===== src/hdl/msm_pkg.sv =====
// Shared constants, codes, command and status types for the multi-pattern matcher.
// No dependencies; every other file of the block refers to this package by scoped names.
`timescale 1ns / 1ps
package msm_pkg;

  localparam int NODE_COUNT    = 1024;
  localparam int ALPHABET_SIZE = 128;
  localparam int NODE_W        = $clog2(NODE_COUNT);
  localparam int NODES_W       = NODE_W + 1;
  localparam int SYM_W         = $clog2(ALPHABET_SIZE);
  localparam int OP_W          = 3;
  localparam int CNT_W         = 16;
  localparam int STATUS_W      = 2;
  localparam int TT_AW         = NODE_W + SYM_W;

  typedef logic [OP_W-1:0] op_t;
  localparam op_t OP_PAT_SYM = 3'd0;
  localparam op_t OP_PAT_END = 3'd1;
  localparam op_t OP_BUILD   = 3'd2;
  localparam op_t OP_SCAN    = 3'd3;
  localparam op_t OP_CLEAR   = 3'd4;

  typedef enum logic [STATUS_W-1:0] {
    ST_OK        = 2'd0,
    ST_FULL      = 2'd1,
    ST_NOT_BUILT = 2'd2
  } status_e;

  typedef enum logic [4:0] {
    CMD_NONE, CMD_P_OVF, CMD_P_TT, CMD_P_NODE, CMD_P_DEC,
    CMD_E_RD, CMD_E_WR, CMD_E_OVF,
    CMD_B_INIT, CMD_B_POP, CMD_B_PAR, CMD_B_SL, CMD_B_TT, CMD_B_LINK, CMD_B_SMC,
    CMD_C_RD, CMD_C_NODE, CMD_C_WR, CMD_B_DONE,
    CMD_S_TT, CMD_S_SMC, CMD_S_RES, CMD_S_ERR,
    CMD_CLEAR, CMD_NOP
  } cmd_e;

  typedef struct packed {
    cmd_e step;
    logic publish;
  } ctrl_cmd_t;

  typedef struct packed {
    logic ovf;
    logic built;
    logic queue_empty;
    logic c_last;
    logic out_busy;
  } dp_status_t;

  function automatic logic [CNT_W-1:0] sat_inc(input logic [CNT_W-1:0] a);
    logic [CNT_W:0] s;
    s = {1'b0, a} + {{CNT_W{1'b0}}, 1'b1};
    return s[CNT_W] ? {CNT_W{1'b1}} : s[CNT_W-1:0];
  endfunction

  function automatic logic [CNT_W-1:0] sat_add(input logic [CNT_W-1:0] a,
                                                input logic [CNT_W-1:0] b);
    logic [CNT_W:0] s;
    s = {1'b0, a} + {1'b0, b};
    return s[CNT_W] ? {CNT_W{1'b1}} : s[CNT_W-1:0];
  endfunction

endpackage


===== src/hdl/msm_ctrl.sv =====
// Sequencing state machine of the matcher: issues at most one datapath command per cycle, none while idle.
// Depends on msm_pkg for the command and status types and the operation codes.
`timescale 1ns / 1ps
module msm_ctrl (
  input  logic                     clk_i,
  input  logic                     rst_ni,
  input  logic                     in_valid_i,
  input  logic [msm_pkg::OP_W-1:0] in_op_i,
  output logic                     in_ready_o,
  input  msm_pkg::dp_status_t      status_i,
  output msm_pkg::ctrl_cmd_t       cmd_o
);

  typedef enum logic [4:0] {
    S_IDLE, S_P_OVF, S_P_TT, S_P_NODE, S_P_DEC,
    S_E_RD, S_E_WR, S_E_OVF,
    S_B_INIT, S_B_CHK, S_B_POP, S_B_PAR, S_B_SL, S_B_TT, S_B_LINK, S_B_SMC,
    S_C_RD, S_C_NODE, S_C_WR, S_B_DONE,
    S_S_TT, S_S_SMC, S_S_RES, S_S_ERR,
    S_CLR, S_NOP, S_PUB
  } state_e;

  state_e        state_q, state_d;
  msm_pkg::cmd_e cmd_q;

  function automatic msm_pkg::cmd_e cmd_of(input state_e s);
    msm_pkg::cmd_e c;
    case (s)
      S_P_OVF:  c = msm_pkg::CMD_P_OVF;
      S_P_TT:   c = msm_pkg::CMD_P_TT;
      S_P_NODE: c = msm_pkg::CMD_P_NODE;
      S_P_DEC:  c = msm_pkg::CMD_P_DEC;
      S_E_RD:   c = msm_pkg::CMD_E_RD;
      S_E_WR:   c = msm_pkg::CMD_E_WR;
      S_E_OVF:  c = msm_pkg::CMD_E_OVF;
      S_B_INIT: c = msm_pkg::CMD_B_INIT;
      S_B_POP:  c = msm_pkg::CMD_B_POP;
      S_B_PAR:  c = msm_pkg::CMD_B_PAR;
      S_B_SL:   c = msm_pkg::CMD_B_SL;
      S_B_TT:   c = msm_pkg::CMD_B_TT;
      S_B_LINK: c = msm_pkg::CMD_B_LINK;
      S_B_SMC:  c = msm_pkg::CMD_B_SMC;
      S_C_RD:   c = msm_pkg::CMD_C_RD;
      S_C_NODE: c = msm_pkg::CMD_C_NODE;
      S_C_WR:   c = msm_pkg::CMD_C_WR;
      S_B_DONE: c = msm_pkg::CMD_B_DONE;
      S_S_TT:   c = msm_pkg::CMD_S_TT;
      S_S_SMC:  c = msm_pkg::CMD_S_SMC;
      S_S_RES:  c = msm_pkg::CMD_S_RES;
      S_S_ERR:  c = msm_pkg::CMD_S_ERR;
      S_CLR:    c = msm_pkg::CMD_CLEAR;
      S_NOP:    c = msm_pkg::CMD_NOP;
      default:  c = msm_pkg::CMD_NONE;
    endcase
    return c;
  endfunction

  assign in_ready_o    = (state_q == S_IDLE);
  assign cmd_o.step    = cmd_q;
  assign cmd_o.publish = (state_q == S_PUB) && !status_i.out_busy;

  always_comb begin
    state_d = state_q;
    case (state_q)
      S_IDLE: begin
        if (in_valid_i) begin
          case (in_op_i)
            msm_pkg::OP_PAT_SYM: state_d = status_i.ovf ? S_P_OVF : S_P_TT;
            msm_pkg::OP_PAT_END: state_d = status_i.ovf ? S_E_OVF : S_E_RD;
            msm_pkg::OP_BUILD:   state_d = S_B_INIT;
            msm_pkg::OP_SCAN:    state_d = status_i.built ? S_S_TT : S_S_ERR;
            msm_pkg::OP_CLEAR:   state_d = S_CLR;
            default:             state_d = S_NOP;
          endcase
        end
      end
      S_P_TT:   state_d = S_P_NODE;
      S_P_NODE: state_d = S_P_DEC;
      S_E_RD:   state_d = S_E_WR;
      S_B_INIT: state_d = S_B_CHK;
      S_B_CHK:  state_d = status_i.queue_empty ? S_B_DONE : S_B_POP;
      S_B_POP:  state_d = S_B_PAR;
      S_B_PAR:  state_d = S_B_SL;
      S_B_SL:   state_d = S_B_TT;
      S_B_TT:   state_d = S_B_LINK;
      S_B_LINK: state_d = S_B_SMC;
      S_B_SMC:  state_d = S_C_RD;
      S_C_RD:   state_d = S_C_NODE;
      S_C_NODE: state_d = S_C_WR;
      S_C_WR:   state_d = status_i.c_last ? S_B_CHK : S_C_RD;
      S_S_TT:   state_d = S_S_SMC;
      S_S_SMC:  state_d = S_S_RES;
      S_PUB:    state_d = status_i.out_busy ? S_PUB : S_IDLE;
      S_P_OVF, S_P_DEC, S_E_WR, S_E_OVF, S_B_DONE,
      S_S_RES, S_S_ERR, S_CLR, S_NOP: state_d = S_PUB;
      default:  state_d = S_IDLE;
    endcase
  end

  always_ff @(posedge clk_i or negedge rst_ni) begin
    if (!rst_ni) begin
      state_q <= S_IDLE;
      cmd_q   <= msm_pkg::CMD_NONE;
    end else begin
      state_q <= state_d;
      cmd_q   <= cmd_of(state_d);
    end
  end

endmodule


===== config.mk =====
export PLATFORM = sky130hd
export DESIGN_NAME = msm_ctrl
export DESIGN_NICKNAME = d
export VERILOG_FILES = /design/src/hdl/msm_pkg.sv /design/src/hdl/msm_ctrl.sv
export SDC_FILE = /design/constraint.sdc
export NUM_CORES = 1
export LEC_CHECK = 0
export BUFFER_PORTS_ARGS = -buffer_cell sky130_fd_sc_hd__clkbuf_2
export CAP_MARGIN = 0
export CORE_ASPECT_RATIO = 1.1
export CORE_MARGIN = 4
export CORE_UTILIZATION = 44
export CTS_BUF_LIST = sky130_fd_sc_hd__clkbuf_8
export CTS_CLUSTER_DIAMETER = 60
export CTS_CLUSTER_SIZE = 25
export DETAILED_ROUTE_END_ITERATION = 6
export GPL_ROUTABILITY_DRIVEN = 1
export PLACE_DENSITY_LB_ADDON = 0.25
export SETUP_SLACK_MARGIN = 0.4
export SYNTH_ARGS = -nofsm -noshare
export SYNTH_HDL_FRONTEND = slang
export SYNTH_SLANG_ARGS = --single-unit

===== constraint.sdc =====
create_clock -name clk_i -period 2.6 [get_ports clk_i]
set_input_delay 0.13 -clock clk_i [delete_from_list [all_inputs] [get_ports clk_i]]
set_output_delay 0.13 -clock clk_i [all_outputs]
set_load 0.005 [all_outputs]

### Yosys cells after proc, flatten, opt, wreduce, memory -nomap -nowiden

Memory sizes are Yosys's and may differ from the RTL's. A register that Yosys moved wholly into a read port is not among the register bits.
Cells that the tools add are included.

| word-level totals | value |
|---|---|
| register bits | 5 |
| output and inout bits | 7 |
| memories kept | 1 |
| ROM bits | 160 |
| logic and storage cells | 47 |

Memory list:

| name | depth | bits a word | rd ports | clocked after Yosys merged registers in | write ports | line | source |
|---|---|---|---|---|---|---|---|
| (no name shown) | 32 | 5 | 1 | 1 | 0 | msm_ctrl.sv:28 | `case (s)` |

| operators by class | value |
|---|---|
| equality and inequality tests | 30 |
| reduce and logical (&&, ||, !) cells | 6 |
| muxes and demuxes | 9 |

Operators with widths:

| operator | count |
|---|---|
| case mux 5 bit (19 select lines) | 1 |
| equality test 5 bit (second input constant) | 11 |
| equality test 5 x 4 -> 1 bit (second input constant) | 8 |
| case mux 5 bit (5 select lines) | 1 |
| equality test 5 x 3 -> 1 bit (second input constant) | 4 |
| 2-to-1 mux 5 bit | 4 |
| equality test 5 x 2 -> 1 bit (second input constant) | 2 |
| OR reduction 9 bit | 1 |
| equality test 3 x 2 -> 1 bit (second input constant) | 2 |
| 2-to-1 mux 2 bit | 3 |
| equality test 5 x 1 -> 1 bit (second input constant) | 1 |
| logical NOT 5 bit | 1 |
| equality test 3 x 1 -> 1 bit (second input constant) | 1 |
| equality test 3 bit (second input constant) | 1 |
| logical NOT 3 bit | 1 |
| logical NOT 1 bit | 2 |
| logical AND 1 bit | 1 |

### Depth between registers and ports, before layout

| logic depth | value |
|---|---|
| depth after elaboration | 4 |
| depth in mapped cells | 10 |
| depth with buffers taken out | 9 |

### Worst setup path after synthesis

OpenSTA, ideal clock, no wires.

| timing path | value |
|---|---|
| path kind | reg2reg |
| start point | register state_q[1] |
| end point | register cmd_q[1] |
| library setup time | 132 ps |
| arrival | 2221 ps |
| buffers on the path | 1 |
| data required time | 2468 ps |
| path slack | 247 ps |
| stages on the path, launching flop included | 11 |
| cells stage by stage | dfrtp_1 > buf_2 > nor2b_1 > nor2_1 > a211oi_1 > nor3_1 > inv_1 > ha_1 > nor4b_1 > a211oi_1 > mux2i_1 |

| between the ends | value |
|---|---|
| word-level cells in the longest chain between the ends | 3 |
| elaborated cells between the ends (all ways) | 30 |
| those cells by class | eq/ne: 26; mux: 2; reduce/logical: 2 |

Ends and longest elaborated chain:

| element | line | source |
|---|---|---|
| from (decl) | msm_ctrl.sv:23 | `state_e state_q, state_d;` |
| from (signal assigned) | msm_ctrl.sv:105 | `state_q <= state_d;` |
| equality test 5 x 1 -> 1 bit (tied with other cells) | msm_ctrl.sv:64 | `case (state_q)` |
| OR reduction 9 bit | msm_ctrl.sv:64 |  |
| case mux 5 bit (19 select lines) * | msm_ctrl.sv:64 |  |
| via state_d[0] | msm_ctrl.sv:23 |  |
| to (decl) | msm_ctrl.sv:24 | `msm_pkg::cmd_e cmd_q;` |

Mark *: on every way through the listed nets, which the timed path passes. The rest lies on a longest branch.

### Worst setup path in the final report

| timing path | value |
|---|---|
| start point | register state_q[0] |
| end point | register cmd_q[1] |

| between the ends | value |
|---|---|
| word-level cells in the longest chain between the ends | 3 |
| elaborated cells between the ends (all ways) | 30 |
| those cells by class | eq/ne: 26; mux: 2; reduce/logical: 2 |

Ends and longest elaborated chain:

| element | line |
|---|---|
| equality test 5 x 1 -> 1 bit (tied with other cells) | msm_ctrl.sv:64 |
| OR reduction 9 bit | msm_ctrl.sv:64 |
| case mux 5 bit (19 select lines) * | msm_ctrl.sv:64 |

Every way passes the cells marked *; elsewhere a longest branch is shown, timed or not.

==> results.cfg <==
[global_route]
grt_pass1_vias = 814
gr-usage-all-layers = 0.161
grt_max_degree = 15
overflow = 0
grt_pass1_wl_microns = 3730
antenna_found_initial = 0

[sta]
hold_violations = 0
fin_setup_tns_ns = 0
max_freq_mhz = 462
maxSlewHeadroom = 0.715
skew_ns = 0.00280
setup_viol = 0
rsz0062_at_grt = true
min_period_ns = 2.16
fin_crit_sh = 0.832
tightestPinTransition_ns = 0.428
drv_slew = 0
fin_ws_ns = 0.437

[floorplanning]
die_h_microns = 57.4
start_util = 0.474
dieArea_sq_mm = 0.00304
core-area_sq_mm = 0.00206
dieWidth_microns = 52.9
num_rows = 17
io_pins = 18

[yosys]
synth_cell_types = 49
synthesis.nets = 128
synth_area_sq_um = 977
synthCells = 112
synth_edf_count = 0
ys_async_sr_fraction = 1.00
synthFlopType = dfrtp_1
ys_warn_count = 0
ys_ff_latch = 10
ys_seq_area_frac = 0.256
synth.avg_cell_area_sq_um = 8.72

[finish]
syn2layout_area_growth_pct = 37.0
final.fill_count = 178
fin_nets = 166
seqCellArea_sq_um = 256
final_area_sq_mm = 0.00134
final_common_cell = clkbuf_2
post-route-util = 0.649
final_cell_mix = 20 x clkbuf_2, 17 x buf_4, 11 x nand2_1, 7 x nand2b_1
drive_above_1_share = 0.477
instances_no_fill = 177
multiInputGateArea_sq_um = 721
antennaDiodeCount = 0

[routing]
drt_iter0_markers = 29
drt_first_pass_iters = 4
antenna_left = 0
via_per_inst = 5.66
drc = 0
vias = 1002
routed_wl_microns = 2760
avgRoutedWirePerCell_microns = 15.6

[critical_path]
start_kind = flop
endpoint_kind = flop
required_ns = 2.72
arrival_ns = 2.28
critPathLaunch = state_q[0]
critical_path.max_fanout = 9
critPathKind = flop to flop
reg2reg_from = state_q[0]
r2r_setup_slack_ns = 0.44

[pwr]
ir_drop_mv = 0.939
power_density_mw_per_mm2 = 1650
cellLeakagePower_uw = 0.000628

[placement]
place_hpwl_microns = 1650
post_dp_cell_area_sq_mm = 0.00107
place_ws_ns = 0.181
routabilityCongestion = 0.919
dp.cells = 153
portBuffers = 17

[clocking]
cts_buffers = 3
root_buffer = clkbuf_8
cts_tree = yes
clk_path_buf_depth = 2
clk_latency_ns = 0.24
cts.clk_slew.worst_paths_ns = 0.05
cts.sinks = 10
htree_num_levels = 1

[job]
max_cap_violations = 0

[outcome]
status = completed

[min_path]
hold_path.class = primary input to asynchronous set/reset pin
==> metrics by stage <==
| stage | hold WS, ns | power, uW |
|---|---|---|
| 6_report | 0.297 | 2210 |
| 5_1_grt | 0.333 | 2400 |
| 4_1_cts | 0.296 | 1840 |
| 3_5_place_dp | 0.00799 | 1580 |
| 3_3_place_gp | 0.00237 | 1570 |
| 2_1_floorplan | -0.166 | 1350 |
==> cell families after synthesis <==
group,after synthesis,share of synthesized area
fa+ha+maj,5,0.0640
simple gates,45,0.280
buf+inv,13,0.0755
mux,5,0.0563
xor+xnor,1,0.00896
compound gates,33,0.259
flops,10,0.256
==> state kept, by name, indices dropped and copies added (netlist names) <==
name	flops
cmd_q	5
state_q	5
==> layout make-up <==
type / count / area share
clock buffer: 4 / 0.0411
inverter: 7 / 0.0196
multi-input combinational: 89 / 0.538
sequential: 10 / 0.192
tap: 28 / 0.0262
timing repair buffer: 39 / 0.183
==> synthesized netlist by cell type, types with 2 or more instances <==
cell type	n	area, sq um
nor2b_1	4	25.0
nor4b_1	2	17.5
buf_4	2	15.0
nand2b_1	7	43.8
dfrtp_1	10	250
o21bai_1	2	15.0
a21boi_0	3	22.5
buf_6	2	22.5
a31oi_1	2	12.5
nand2_1	11	41.3
buf_2	2	10.0
a211oi_1	4	30.0
mux2i_1	4	40.0
nor3_1	2	10.0
nand3_1	3	15.0
o31ai_1	2	15.0
a21oi_1	6	30.0
ha_1	5	62.6
nor2_1	4	15.0
inv_1	6	22.5
==> metal layers <==
layer  part of all wire  track usage  wire length [microns]
met5                  0            0                      0
met4              0.039       0.0985                    109
met3              0.038      0.00783                    104
met2               0.53        0.254                   1460
met1               0.39        0.214                   1090
==> worst max-delay path: stages (launching register included) <==
cell,delay (ns)
dfrtp_2,0.47
buf_4,0.19
mux2_4,0.30
a211o_4,0.38
nor2_2,0.38
mux2i_1,0.23
mux2i_1,0.08
==> timing repair <==
action	CTS	global route
buffers inserted	1	18
endpoints found under the hold margin	10	0
gates resized for setup	8	12
pin swaps	1	4
hold buffers	1	0
endpoints found under the setup margin	3	3
==> where the power goes <==
part / total (uW) / switching [uW] / leakage, uW / internal, uW
Clock: 193 / 60.0 / 0.0000288 / 133
Combinational: 1670 / 866 / 0.000481 / 800
Sequential: 353 / 101 / 0.000118 / 252
==> path summary, 6_finish.rpt <==
kind / cells after the start / to
max: 6 / cmd_q[1]
max in group asynchronous: 2 / state_q[4]
min in group clk_i: 5 / state_q[0]
min: 2 / cmd_q[0]
max reg2reg: 6 / cmd_q[1]
min reg2reg: 3 / state_q[1]
(Power assumes the default switching activity.)
